**src/sv/dpm_pkg.sv**
```systemverilog
// ----------------------------------------------------------------------------
// dpm_pkg
// shared types and constants for the display power-mode controller
// ----------------------------------------------------------------------------
package dpm_pkg;

    // power modes, also the state encoding of the mode register
    typedef enum logic [1:0] {
        MODE_ACTIVE = 2'd0,
        MODE_ONLINE = 2'd1,
        MODE_DEEP   = 2'd2
    } t_dpm_mode;

    typedef enum logic [1:0] {
        CMD_TICK       = 2'd0,
        CMD_NOTIFY     = 2'd1,
        CMD_DEEP_ENTER = 2'd2,
        CMD_DEEP_LEAVE = 2'd3
    } t_dpm_cmd;

    typedef enum logic [1:0] {
        WAKE_NONE   = 2'd0,
        WAKE_KEY    = 2'd1,
        WAKE_MOTION = 2'd2,
        WAKE_NOTIFY = 2'd3
    } t_dpm_wake;

    typedef enum logic [2:0] {
        CFG_MOTION_EN   = 3'd0,
        CFG_MOTION_THR  = 3'd1,
        CFG_MOTION_COOL = 3'd2,
        CFG_DISP_TMO    = 3'd3,
        CFG_WAKE_ERR    = 3'd4,
        CFG_WAKE_WARN   = 3'd5
    } t_dpm_cfg_idx;

    localparam logic [1:0] LVL_WARN  = 2'd1;
    localparam logic [1:0] LVL_ERROR = 2'd2;

    localparam logic [9:0] MOTION_WINDOW_MS = 10'd750;
    localparam logic [1:0] MOTION_SAMPLES   = 2'd2;

    localparam int CFG_IDX_W  = 3;
    localparam int CFG_DATA_W = 32;

    typedef struct packed {
        logic        motion_en;
        logic [15:0] motion_thr;
        logic [31:0] motion_cool;
        logic [31:0] disp_tmo;
        logic        wake_err;
        logic        wake_warn;
    } t_dpm_cfg;

    // event fields other than the timestamp
    typedef struct packed {
        t_dpm_cmd    command;
        logic        key_activity;
        logic [15:0] motion_delta;
        logic [1:0]  notify_level;
        logic        quiet_mode;
    } t_dpm_evt;

    typedef struct packed {
        logic      disp_on;
        logic      disp_off;
        logic      sleep_enter;
        logic      sleep_exit;
        logic      sound_req;
        t_dpm_wake wake_src;
        t_dpm_mode current_mode;
    } t_dpm_res;

endpackage

```
**src/sv/dpm_evt_if.sv**
```systemverilog
// ----------------------------------------------------------------------------
// dpm_evt_if
// event channel: valid/ready with the event fields
// ----------------------------------------------------------------------------
interface dpm_evt_if #(
    parameter int TIME_WIDTH = 48
);
    logic                  valid;
    logic                  ready;
    logic [1:0]            command;
    logic [TIME_WIDTH-1:0] timestamp;
    logic                  key_activity;
    logic [15:0]           motion_delta;
    logic [1:0]            notify_level;
    logic                  quiet_mode;

    modport source (
        output valid, command, timestamp, key_activity, motion_delta, notify_level,
               quiet_mode,
        input  ready
    );

    modport sink (
        input  valid, command, timestamp, key_activity, motion_delta, notify_level,
               quiet_mode,
        output ready
    );
endinterface

```
**src/sv/dpm_res_if.sv**
```systemverilog
// ----------------------------------------------------------------------------
// dpm_res_if
// result channel: valid/ready with the action flags
// ----------------------------------------------------------------------------
interface dpm_res_if;
    logic       valid;
    logic       ready;
    logic       disp_on;
    logic       disp_off;
    logic       sleep_enter;
    logic       sleep_exit;
    logic       sound_req;
    logic [1:0] wake_src;
    logic [1:0] current_mode;

    modport source (
        output valid, disp_on, disp_off, sleep_enter, sleep_exit,
               sound_req, wake_src, current_mode,
        input  ready
    );

    modport sink (
        input  valid, disp_on, disp_off, sleep_enter, sleep_exit,
               sound_req, wake_src, current_mode,
        output ready
    );
endinterface

```
**src/sv/dpm_cfg_regs.sv**
```systemverilog
// ----------------------------------------------------------------------------
// dpm_cfg_regs
// configuration register file, write only
// ----------------------------------------------------------------------------
module dpm_cfg_regs (
    input  logic                            i_clk,
    input  logic                            i_rst_n,
    input  logic                            i_cfg_we,
    input  logic [dpm_pkg::CFG_IDX_W-1:0]   i_cfg_index,
    input  logic [dpm_pkg::CFG_DATA_W-1:0]  i_cfg_data,
    output dpm_pkg::t_dpm_cfg               o_cfg
);
    import dpm_pkg::*;

    t_dpm_cfg r_cfg;
    t_dpm_cfg n_cfg;

    always_comb begin
        n_cfg = r_cfg;
        if (i_cfg_we) begin
            case (i_cfg_index)
                CFG_MOTION_EN:   n_cfg.motion_en   = i_cfg_data[0];
                CFG_MOTION_THR:  n_cfg.motion_thr  = i_cfg_data[15:0];
                CFG_MOTION_COOL: n_cfg.motion_cool = i_cfg_data[31:0];
                CFG_DISP_TMO:    n_cfg.disp_tmo    = i_cfg_data[31:0];
                CFG_WAKE_ERR:    n_cfg.wake_err    = i_cfg_data[0];
                CFG_WAKE_WARN:   n_cfg.wake_warn   = i_cfg_data[0];
                default:         n_cfg = r_cfg;
            endcase
        end
    end

    always_ff @(posedge i_clk) begin
        if (!i_rst_n) begin
            r_cfg.motion_en   <= 1'b0;
            r_cfg.motion_thr  <= 16'd100;
            r_cfg.motion_cool <= 32'd3000;
            r_cfg.disp_tmo    <= 32'd30000;
            r_cfg.wake_err    <= 1'b1;
            r_cfg.wake_warn   <= 1'b0;
        end else begin
            r_cfg <= n_cfg;
        end
    end

    assign o_cfg = r_cfg;
endmodule

```
**src/sv/dpm_evt_reg.sv**
```systemverilog
// ----------------------------------------------------------------------------
// dpm_evt_reg
// input register for one event word
// ----------------------------------------------------------------------------
module dpm_evt_reg #(
    parameter int TIME_WIDTH = 48
) (
    input  logic                  i_clk,
    input  logic                  i_rst_n,
    dpm_evt_if.sink               i_evt,
    input  logic                  i_take,
    output logic                  o_valid,
    output dpm_pkg::t_dpm_evt     o_evt,
    output logic [TIME_WIDTH-1:0] o_now
);
    import dpm_pkg::*;

    logic                  r_valid;
    t_dpm_evt              r_evt;
    logic [TIME_WIDTH-1:0] r_now;
    logic                  accept;

    // free when empty or when the held word moves on this cycle
    assign i_evt.ready = !r_valid || i_take;
    assign accept      = i_evt.valid && i_evt.ready;

    always_ff @(posedge i_clk) begin
        if (!i_rst_n) begin
            r_valid <= 1'b0;
        end else if (accept) begin
            r_valid <= 1'b1;
        end else if (i_take) begin
            r_valid <= 1'b0;
        end
    end

    always_ff @(posedge i_clk) begin
        if (accept) begin
            r_evt.command      <= t_dpm_cmd'(i_evt.command);
            r_evt.key_activity <= i_evt.key_activity;
            r_evt.motion_delta <= i_evt.motion_delta;
            r_evt.notify_level <= i_evt.notify_level;
            r_evt.quiet_mode   <= i_evt.quiet_mode;
            r_now              <= i_evt.timestamp;
        end
    end

    assign o_valid = r_valid;
    assign o_evt   = r_evt;
    assign o_now   = r_now;
endmodule

```
**src/sv/dpm_core.sv**
```systemverilog
// ----------------------------------------------------------------------------
// dpm_core
// mode state machine, motion qualifier and result register
// ----------------------------------------------------------------------------
module dpm_core #(
    parameter int TIME_WIDTH = 48
) (
    input  logic                  i_clk,
    input  logic                  i_rst_n,
    input  dpm_pkg::t_dpm_cfg     i_cfg,
    input  logic                  i_valid,
    input  dpm_pkg::t_dpm_evt     i_evt,
    input  logic [TIME_WIDTH-1:0] i_now,
    output logic                  o_take,
    dpm_res_if.source             o_res
);
    import dpm_pkg::*;

    function automatic logic [TIME_WIDTH-1:0] sat_add(
        input logic [TIME_WIDTH-1:0] a,
        input logic [31:0]           b
    );
        logic [TIME_WIDTH:0] s;
        s = {1'b0, a} + {{(TIME_WIDTH - 31){1'b0}}, b};
        return s[TIME_WIDTH] ? {TIME_WIDTH{1'b1}} : s[TIME_WIDTH-1:0];
    endfunction

    t_dpm_mode             r_mode, n_mode;
    logic [TIME_WIDTH-1:0] r_last, n_last;
    logic [1:0]            r_cnt, n_cnt;
    logic [TIME_WIDTH-1:0] r_win_end, n_win_end;
    logic [TIME_WIDTH-1:0] r_cool_end, n_cool_end;
    logic                  r_out_valid;
    t_dpm_res              r_res, n_res;

    logic                  motion_hit;
    logic                  timeout_hit;
    logic                  notify_wake;
    logic [TIME_WIDTH-1:0] idle_time;

    assign o_take = i_valid && (!r_out_valid || o_res.ready);

    assign idle_time   = i_now - r_last;
    assign timeout_hit = (r_mode == MODE_ACTIVE) && (i_now >= r_last) &&
                         (idle_time >= TIME_WIDTH'(i_cfg.disp_tmo));
    assign notify_wake = ((i_evt.notify_level == LVL_ERROR) && i_cfg.wake_err) ||
                         ((i_evt.notify_level == LVL_WARN) && i_cfg.wake_warn);

    // timers and motion sample counter
    always_comb begin
        n_last     = r_last;
        n_cnt      = r_cnt;
        n_win_end  = r_win_end;
        n_cool_end = r_cool_end;
        motion_hit = 1'b0;
        case (i_evt.command)
            CMD_TICK: begin
                if (r_mode == MODE_DEEP) begin
                    if (i_evt.key_activity) begin
                        n_last = i_now;
                    end
                end else begin
                    if (i_cfg.motion_en && (i_now >= r_cool_end) &&
                        (i_evt.motion_delta != 16'd0)) begin
                        if (i_evt.motion_delta >= i_cfg.motion_thr) begin
                            if (i_now <= r_win_end) begin
                                n_cnt = (r_cnt < MOTION_SAMPLES) ? 2'(r_cnt + 2'd1) : r_cnt;
                            end else begin
                                n_cnt = 2'd1;
                            end
                            n_win_end  = sat_add(i_now, 32'(MOTION_WINDOW_MS));
                            motion_hit = (n_cnt >= MOTION_SAMPLES);
                        end else begin
                            n_cnt = 2'd0;
                        end
                    end
                    if (i_evt.key_activity || motion_hit) begin
                        n_cnt  = 2'd0;
                        n_last = i_now;
                        if (motion_hit) begin
                            n_cool_end = sat_add(i_now, i_cfg.motion_cool);
                        end
                    end else if (timeout_hit) begin
                        n_cnt = 2'd0;
                    end
                end
            end
            CMD_NOTIFY: begin
                if (notify_wake && (r_mode == MODE_ONLINE)) begin
                    n_last = i_now;
                end
            end
            CMD_DEEP_LEAVE: begin
                if (r_mode == MODE_DEEP) begin
                    n_last = i_now;
                end
            end
            default: begin
                n_last = r_last;
            end
        endcase
    end

    // next mode
    always_comb begin
        n_mode = r_mode;
        case (i_evt.command)
            CMD_TICK: begin
                if (r_mode == MODE_DEEP) begin
                    if (i_evt.key_activity) begin
                        n_mode = MODE_ACTIVE;
                    end
                end else if (i_evt.key_activity || motion_hit) begin
                    n_mode = MODE_ACTIVE;
                end else if (timeout_hit) begin
                    n_mode = MODE_ONLINE;
                end
            end
            CMD_NOTIFY: begin
                if (notify_wake && (r_mode == MODE_ONLINE)) begin
                    n_mode = MODE_ACTIVE;
                end
            end
            CMD_DEEP_ENTER: begin
                n_mode = MODE_DEEP;
            end
            CMD_DEEP_LEAVE: begin
                if (r_mode == MODE_DEEP) begin
                    n_mode = MODE_ACTIVE;
                end
            end
            default: begin
                n_mode = r_mode;
            end
        endcase
    end

    // action flags
    always_comb begin
        n_res              = '0;
        n_res.wake_src     = WAKE_NONE;
        n_res.current_mode = n_mode;
        case (i_evt.command)
            CMD_TICK: begin
                if (r_mode == MODE_DEEP) begin
                    if (i_evt.key_activity) begin
                        n_res.sleep_exit = 1'b1;
                        n_res.disp_on    = 1'b1;
                        n_res.wake_src   = WAKE_KEY;
                    end
                end else if (i_evt.key_activity || motion_hit) begin
                    if (r_mode == MODE_ONLINE) begin
                        n_res.disp_on  = 1'b1;
                        n_res.wake_src = motion_hit ? WAKE_MOTION : WAKE_KEY;
                    end
                end else if (timeout_hit) begin
                    n_res.disp_off = 1'b1;
                end
            end
            CMD_NOTIFY: begin
                n_res.sound_req = !i_evt.quiet_mode;
                if (notify_wake && (r_mode == MODE_ONLINE)) begin
                    n_res.disp_on  = 1'b1;
                    n_res.wake_src = WAKE_NOTIFY;
                end
            end
            CMD_DEEP_ENTER: begin
                if (r_mode != MODE_DEEP) begin
                    n_res.disp_off    = 1'b1;
                    n_res.sleep_enter = 1'b1;
                end
            end
            CMD_DEEP_LEAVE: begin
                if (r_mode == MODE_DEEP) begin
                    n_res.sleep_exit = 1'b1;
                    n_res.disp_on    = 1'b1;
                    n_res.wake_src   = WAKE_KEY;
                end
            end
            default: begin
                n_res.current_mode = n_mode;
            end
        endcase
    end

    always_ff @(posedge i_clk) begin
        if (!i_rst_n) begin
            r_mode     <= MODE_ACTIVE;
            r_last     <= '0;
            r_cnt      <= 2'd0;
            r_win_end  <= '0;
            r_cool_end <= '0;
        end else if (o_take) begin
            r_mode     <= n_mode;
            r_last     <= n_last;
            r_cnt      <= n_cnt;
            r_win_end  <= n_win_end;
            r_cool_end <= n_cool_end;
        end
    end

    always_ff @(posedge i_clk) begin
        if (!i_rst_n) begin
            r_out_valid <= 1'b0;
        end else if (o_take) begin
            r_out_valid <= 1'b1;
        end else if (o_res.ready) begin
            r_out_valid <= 1'b0;
        end
    end

    always_ff @(posedge i_clk) begin
        if (o_take) begin
            r_res <= n_res;
        end
    end

    assign o_res.valid        = r_out_valid;
    assign o_res.disp_on      = r_res.disp_on;
    assign o_res.disp_off     = r_res.disp_off;
    assign o_res.sleep_enter  = r_res.sleep_enter;
    assign o_res.sleep_exit   = r_res.sleep_exit;
    assign o_res.sound_req    = r_res.sound_req;
    assign o_res.wake_src     = r_res.wake_src;
    assign o_res.current_mode = r_res.current_mode;
endmodule

```
**src/sv/display_power_mode_controller.sv**
```systemverilog
// ----------------------------------------------------------------------------
// display_power_mode_controller
// three-mode display power controller: active, online standby, deep standby
// ----------------------------------------------------------------------------
//  channel   direction  handshake     contents
//  i_evt     in         valid/ready   command, timestamp, key, motion, notify
//  o_res     out        valid/ready   display/sleep/sound flags, wake reason, mode
//  i_cfg_*   in         write enable  register index and 32-bit write data
//
//  one event word per cycle sustained while the result side stays ready; a result
//  word is valid once its event word has passed the input register and then the
//  result register; a stall on the result side holds the word in the input register
//  the mode/timer state update sits in the single logic stage between the two
//  registers, so each event sees the state left by the one before it
//  a stalled result holds its register; the input register still takes one
//  more word, then ready drops until the result is taken
//  synchronous active-low reset restores the register defaults and active mode
// ----------------------------------------------------------------------------
module display_power_mode_controller #(
    parameter int TIME_WIDTH = 48
) (
    input  logic                            i_clk,
    input  logic                            i_rst_n,
    dpm_evt_if.sink                         i_evt,
    dpm_res_if.source                       o_res,
    input  logic                            i_cfg_we,
    input  logic [dpm_pkg::CFG_IDX_W-1:0]   i_cfg_index,
    input  logic [dpm_pkg::CFG_DATA_W-1:0]  i_cfg_data
);
    import dpm_pkg::*;

    t_dpm_cfg              cfg;
    logic                  evt_valid;
    t_dpm_evt              evt;
    logic [TIME_WIDTH-1:0] evt_now;
    logic                  evt_take;

    // configuration; the user must write it only while idle, the block does not enforce this
    dpm_cfg_regs u_cfg (
        .i_clk       (i_clk),
        .i_rst_n     (i_rst_n),
        .i_cfg_we    (i_cfg_we),
        .i_cfg_index (i_cfg_index),
        .i_cfg_data  (i_cfg_data),
        .o_cfg       (cfg)
    );

    // event word register, freed whenever the core takes its word
    dpm_evt_reg #(
        .TIME_WIDTH (TIME_WIDTH)
    ) u_evt (
        .i_clk   (i_clk),
        .i_rst_n (i_rst_n),
        .i_evt   (i_evt),
        .i_take  (evt_take),
        .o_valid (evt_valid),
        .o_evt   (evt),
        .o_now   (evt_now)
    );

    // mode machine, motion qualifier, timeout compare and result register
    dpm_core #(
        .TIME_WIDTH (TIME_WIDTH)
    ) u_core (
        .i_clk   (i_clk),
        .i_rst_n (i_rst_n),
        .i_cfg   (cfg),
        .i_valid (evt_valid),
        .i_evt   (evt),
        .i_now   (evt_now),
        .o_take  (evt_take),
        .o_res   (o_res)
    );
endmodule

```
**src/flat_wrapper.sv**
```systemverilog
// flat-port wrapper written by rule: the top's interface ports become plain ports
module display_power_mode_controller_flat import dpm_pkg::*;
#(
    parameter int TIME_WIDTH = 48
)
  (i_clk, i_rst_n, i_cfg_we, i_cfg_index, i_cfg_data, i_evt_valid, i_evt_command, i_evt_timestamp, i_evt_key_activity, i_evt_motion_delta, i_evt_notify_level, i_evt_quiet_mode, i_evt_ready, o_res_valid, o_res_disp_on, o_res_disp_off, o_res_sleep_enter, o_res_sleep_exit, o_res_sound_req, o_res_wake_src, o_res_current_mode, o_res_ready);
  dpm_evt_if #(.TIME_WIDTH(TIME_WIDTH)) i_evt_i ();
  dpm_res_if o_res_i ();
  input  logic i_clk;
  input  logic i_rst_n;
  input  logic i_cfg_we;
  input  logic [dpm_pkg::CFG_IDX_W-1:0] i_cfg_index;
  input  logic [dpm_pkg::CFG_DATA_W-1:0] i_cfg_data;
  input wire logic [$bits(i_evt_i.valid)-1:0] i_evt_valid;
  input wire logic [$bits(i_evt_i.command)-1:0] i_evt_command;
  input wire logic [$bits(i_evt_i.timestamp)-1:0] i_evt_timestamp;
  input wire logic [$bits(i_evt_i.key_activity)-1:0] i_evt_key_activity;
  input wire logic [$bits(i_evt_i.motion_delta)-1:0] i_evt_motion_delta;
  input wire logic [$bits(i_evt_i.notify_level)-1:0] i_evt_notify_level;
  input wire logic [$bits(i_evt_i.quiet_mode)-1:0] i_evt_quiet_mode;
  output wire logic [$bits(i_evt_i.ready)-1:0] i_evt_ready;
  output wire logic [$bits(o_res_i.valid)-1:0] o_res_valid;
  output wire logic [$bits(o_res_i.disp_on)-1:0] o_res_disp_on;
  output wire logic [$bits(o_res_i.disp_off)-1:0] o_res_disp_off;
  output wire logic [$bits(o_res_i.sleep_enter)-1:0] o_res_sleep_enter;
  output wire logic [$bits(o_res_i.sleep_exit)-1:0] o_res_sleep_exit;
  output wire logic [$bits(o_res_i.sound_req)-1:0] o_res_sound_req;
  output wire logic [$bits(o_res_i.wake_src)-1:0] o_res_wake_src;
  output wire logic [$bits(o_res_i.current_mode)-1:0] o_res_current_mode;
  input wire logic [$bits(o_res_i.ready)-1:0] o_res_ready;
  assign i_evt_i.valid = i_evt_valid;
  assign i_evt_i.command = i_evt_command;
  assign i_evt_i.timestamp = i_evt_timestamp;
  assign i_evt_i.key_activity = i_evt_key_activity;
  assign i_evt_i.motion_delta = i_evt_motion_delta;
  assign i_evt_i.notify_level = i_evt_notify_level;
  assign i_evt_i.quiet_mode = i_evt_quiet_mode;
  assign i_evt_ready = i_evt_i.ready;
  assign o_res_valid = o_res_i.valid;
  assign o_res_disp_on = o_res_i.disp_on;
  assign o_res_disp_off = o_res_i.disp_off;
  assign o_res_sleep_enter = o_res_i.sleep_enter;
  assign o_res_sleep_exit = o_res_i.sleep_exit;
  assign o_res_sound_req = o_res_i.sound_req;
  assign o_res_wake_src = o_res_i.wake_src;
  assign o_res_current_mode = o_res_i.current_mode;
  assign o_res_i.ready = o_res_ready;
  display_power_mode_controller #(.TIME_WIDTH(TIME_WIDTH)) u_core (.i_clk(i_clk), .i_rst_n(i_rst_n), .i_evt(i_evt_i), .o_res(o_res_i), .i_cfg_we(i_cfg_we), .i_cfg_index(i_cfg_index), .i_cfg_data(i_cfg_data));
endmodule
```
**config.mk**
```make
export PLATFORM = sky130hd
export DESIGN_NAME = display_power_mode_controller_flat
export DESIGN_NICKNAME = d
export VERILOG_FILES = /design/src/sv/dpm_pkg.sv /design/src/sv/dpm_evt_if.sv /design/src/sv/dpm_res_if.sv /design/src/sv/dpm_cfg_regs.sv /design/src/sv/dpm_evt_reg.sv /design/src/sv/dpm_core.sv /design/src/sv/display_power_mode_controller.sv /design/src/flat_wrapper.sv
export SDC_FILE = /design/constraint.sdc
export NUM_CORES = 1
export LEC_CHECK = 0
export BUFFER_PORTS_ARGS = -buffer_cell sky130_fd_sc_hd__clkbuf_2
export CAP_MARGIN = 20
export CORE_ASPECT_RATIO = 0.6
export CORE_MARGIN = 2
export CORE_UTILIZATION = 54
export CTS_CLUSTER_SIZE = 30
export DETAILED_ROUTE_END_ITERATION = 8
export PLACE_DENSITY = 0.72
export SYNTH_ARGS = -nofsm -noshare
export SYNTH_HDL_FRONTEND = slang
export SYNTH_HIERARCHICAL = 1
export SYNTH_SLANG_ARGS = --single-unit
```
**constraint.sdc**
```tcl
create_clock -name i_clk -period 7.4 [get_ports i_clk]
set_clock_uncertainty 0.1 [all_clocks]
set_input_delay 1.11 -clock i_clk [delete_from_list [all_inputs] [get_ports i_clk]]
set_output_delay 1.11 -clock i_clk [all_outputs]
set_load 0.03 [all_outputs]
```
==> impl_results.md <==
- Status: complete, no violations
- Post-CTS Setup Inserts: 0
- Largest area contributor in the netlist: dfxtp_1
- Die height: 154.7 um
- CTS resizes: 0
- Initial antenna violation count: 0
- R2R Path Start: u_core/u_evt/o_now[12]
- Ys flop type: dfxtp_1
- Async SR Flop Fraction: 0%
- Max Cap Violations: 0
- Register-to-Register Path Depth: 22
- Total Wirelength: around 62000 um
- Synth top area cells: dfxtp_1 23%, ha_1 14%, edfxtp_1 12%, a21oi_1 5.5%, nand2_1 4.3%
- Worst Path Class, Setup: flop to flop
- Die span in x: about 260 um
- Part of the cycle the worst path needs: about 76%
- Filler cells: approximately 3200
- RSZ-0062 raised after global routing: false
- Fmax: around 180 MHz
- Post-synth top cells: 234 x nand2_1, 233 x dfxtp_1, 232 x inv_1
- Critical Path AT: around 5.9 ns
- CTS tree: yes
- CTS Root Cell: clkbuf_16
- Hold-fix buffers, CTS: 0
- Clock sinks: around 310
- Synth top area share: a little under a quarter
- FF-to-FF setup slack: around 1.8 ns
- Pwr dens: roughly 190 nW/um2
- Final min period: 5.624 ns
- Post-route ant nets: 0
- Final setup TNS: 0 ns
- Placement Cell Area: about 21000 um2
- Worst Hold Depth: 2
- EDFF count, synth: 79
- Crit path max fanout: 7
- Post-synth net total: approximately 2700
- Core area: between 30000 and 40000 um2
- Hold EP: u_core/u_core/r_last[35]
- Most instantiated library cell after synthesis: nand2_1
- P_leak: about 9.0 nW
- Layout cell share with drive strength beyond 1: 9.014%
- Req. time, crit path: 7.63 ns
- Setup violators final: 0
- Max-slew violation count: 0
- Initial Utilization: between 50% and 60%
- Slew @ Worst Pin: 1.129 ns
- Synthesized area: between 20000 and 25000 um2
- Worst setup EP type: flop
- Syn Inst Count: between 2000 and 2500
- Post-route DRC: 0
- Vias per cell: between 5 and 6
- Distinct cell type count after synthesis: 89
- DR iter-0 viols: 1810
- Finished Cell Area: roughly 23000 um2
- Number of global-route vias before repair: about 16000
- Number of CTS-inserted buffers: 31
- Vias: 17810
- Synthesized area per cell: 8.577 um2
- Pin count of the biggest net entering global routing: roughly 120
- First-pass GRT wire length: approximately 96000 um
- Total die area: around 39000 um2
- FP Rows: 55
- Crit start category: flop
- VDD IR-drop max: between 200 and 250 uV
- Synth Register Bits: approximately 310
- CTS H-tree depth: 1
- Post-detail-place hpwl: approximately 48000 um
- Top Ports: around 120
- Final core occ: 60.13%
- HP Start: u_core/u_core/r_last[35]
- Final #Nets: 2803
- IO Port Bufs: 120
- Total iterations of the first detailed-routing run: 6
- Rel. slew slack: around a quarter
- Clk_lat worst skew: 0.60 ns
- Clk buf depth: 3
- Grt total ovfl: 0
- Seq/Total Area, Yosys: 34.43%
- Worst-path clk slew: roughly 0.070 ns
- Routed wire per std cell: about 21 um
- Routability cong.: between 0.9 and 1
- GRT Overall Usage: between 30% and 40%
- Diode count: 0
- P&R area growth vs syn: 10.33%
- HP Class: flop to flop
- Reg-to-reg endpoint: u_core/u_core/o_res.current_mode[0]
- Final-report hold violation count: 0
- Synth warn: 6
## per-stage QoR
step | cells | total power [W] | hold slack (ns) | setup WS (ns)
after floorplan | 2383 | 0.002432 | 0.3347 | 2.555
final | 2998 | 0.004350 | 0.3580 | 1.776
after detailed placement | 2936 | 0.002683 | 0.3488 | 1.876
after CTS | 2994 | 0.004354 | 0.3593 | 1.804
after global placement | 2936 | 0.002668 | 0.3438 | 2.062
after global routing | 2998 | 0.004531 | 0.3759 | 1.411
## layer usage
layer | track usage, % | part of all wire, % | vias up
li1 | - | - | 8576
met1 | 51.66 | 51 | 8449
met2 | 41.50 | 38 | 716
met3 | 5.722 | 9.4 | 68
met4 | 5.347 | 1.5 | 0
met5 | 0 | 0 | -
## layout by cell type (no fill, tap or decap), types with 13 or more instances in the layout
cell type and instances:
a21o_1 71, a21oi_1 225, and3_1 18, buf_4 13, clkbuf_16 35, clkbuf_2 119, dfxtp_1 233, edfxtp_1 79
ha_1 231, inv_1 232, mux2i_1 85, nand2_1 234, nand2b_1 19, nand3_1 90, nand4_1 39, nor2_1 87
nor2b_1 59, nor3_1 25, o21a_1 25, o21ai_0 133, o21ai_1 78, o21bai_1 18, xnor2_1 63, xor2_1 56
## power breakdown
part	internal (W)	switching [W]	leakage [nW]	total, W
sequential	0.00180	0.0000696	2.64	0.00187
clock	0.000956	0.000721	0.549	0.00168
combinational	0.000312	0.000489	5.84	0.000801
## sequential cells by signal, summed over array words and instances, names as in the netlist
name,cells
u_core/u_cfg/o_cfg,83
u_core/u_core/o_res.sound_req,1
u_core/u_core/r_cool_end,48
u_core/u_core/o_res.sleep_enter,1
u_core/u_core/r_mode,2
u_core/u_core/o_res.disp_on,1
u_core/u_evt/o_now,48
u_core/u_core/o_res.wake_src,2
u_core/u_core/o_res.valid,1
u_core/u_evt/o_evt,22
u_core/u_core/r_last,48
u_core/u_evt/o_valid,1
u_core/u_core/o_res.sleep_exit,1
u_core/u_core/o_res.disp_off,1
u_core/u_core/r_cnt,2
u_core/u_core/r_win_end,48
u_core/u_core/o_res.current_mode,2
## cells by family after synthesis
| logic type | count (synthesis) | share of synthesized area (%) |
|---|---|---|
| buffers and inverters | 327 | 6.465 |
| xor gates and xnor gates | 119 | 5.099 |
| AOI/OAI and AO/OA | 653 | 19.39 |
| and+or+nand+nor | 649 | 15.84 |
| DFF | 312 | 34.43 |
| adders and majority gates | 233 | 14.34 |
| muxes | 90 | 4.438 |
## critical path: stages (launching register included)
cell	delay (ns)
edfxtp_1	0.54
ha_1	0.46
a21o_1	0.23
a311o_1	0.29
or2_1	0.26
o211ai_2	0.28
a21oi_1	0.11
nor2_1	0.21
o21ai_1	0.12
a21oi_1	0.27
o21ai_1	0.11
xor2_1	0.16
ha_1	0.28
nand2_1	0.09
o21ai_1	0.08
a21o_1	0.18
a211oi_1	0.30
o22ai_1	0.13
nand4bb_1	0.23
a2111oi_4	0.23
nand4_2	0.19
o31ai_4	0.34
o211ai_1	0.14
## worst max-delay path by stage
stage          slack [ns]  cells past startpoint                             endpoint              startpoint
2_1_floorplan        2.55                     24  u_core/u_core/o_res.current_mode[0]  u_core/u_evt/o_now[12]
3_3_place_gp         2.06                     22  u_core/u_core/o_res.current_mode[0]  u_core/u_evt/o_now[12]
3_5_place_dp         1.88                     22  u_core/u_core/o_res.current_mode[0]  u_core/u_evt/o_now[12]
4_1_cts              1.80                     22  u_core/u_core/o_res.current_mode[0]  u_core/u_evt/o_now[12]
5_1_grt              1.41                     24  u_core/u_core/o_res.current_mode[0]   u_core/u_evt/o_now[1]
6_report             1.78                     22  u_core/u_core/o_res.current_mode[0]  u_core/u_evt/o_now[12]
## final cells by class
class,instances,area [um2],area share [%]
clock buffers,47,1021,4.528
clock inverters,11,80.08,0.3551
inverters,233,874.6,3.878
multi-input cells,1744,12110,53.70
flip-flops and latches,312,7037,31.20
well taps,513,641.9,2.846
repair buffers,138,787.0,3.490
Note: power is estimated with default switching activity, not from simulation.
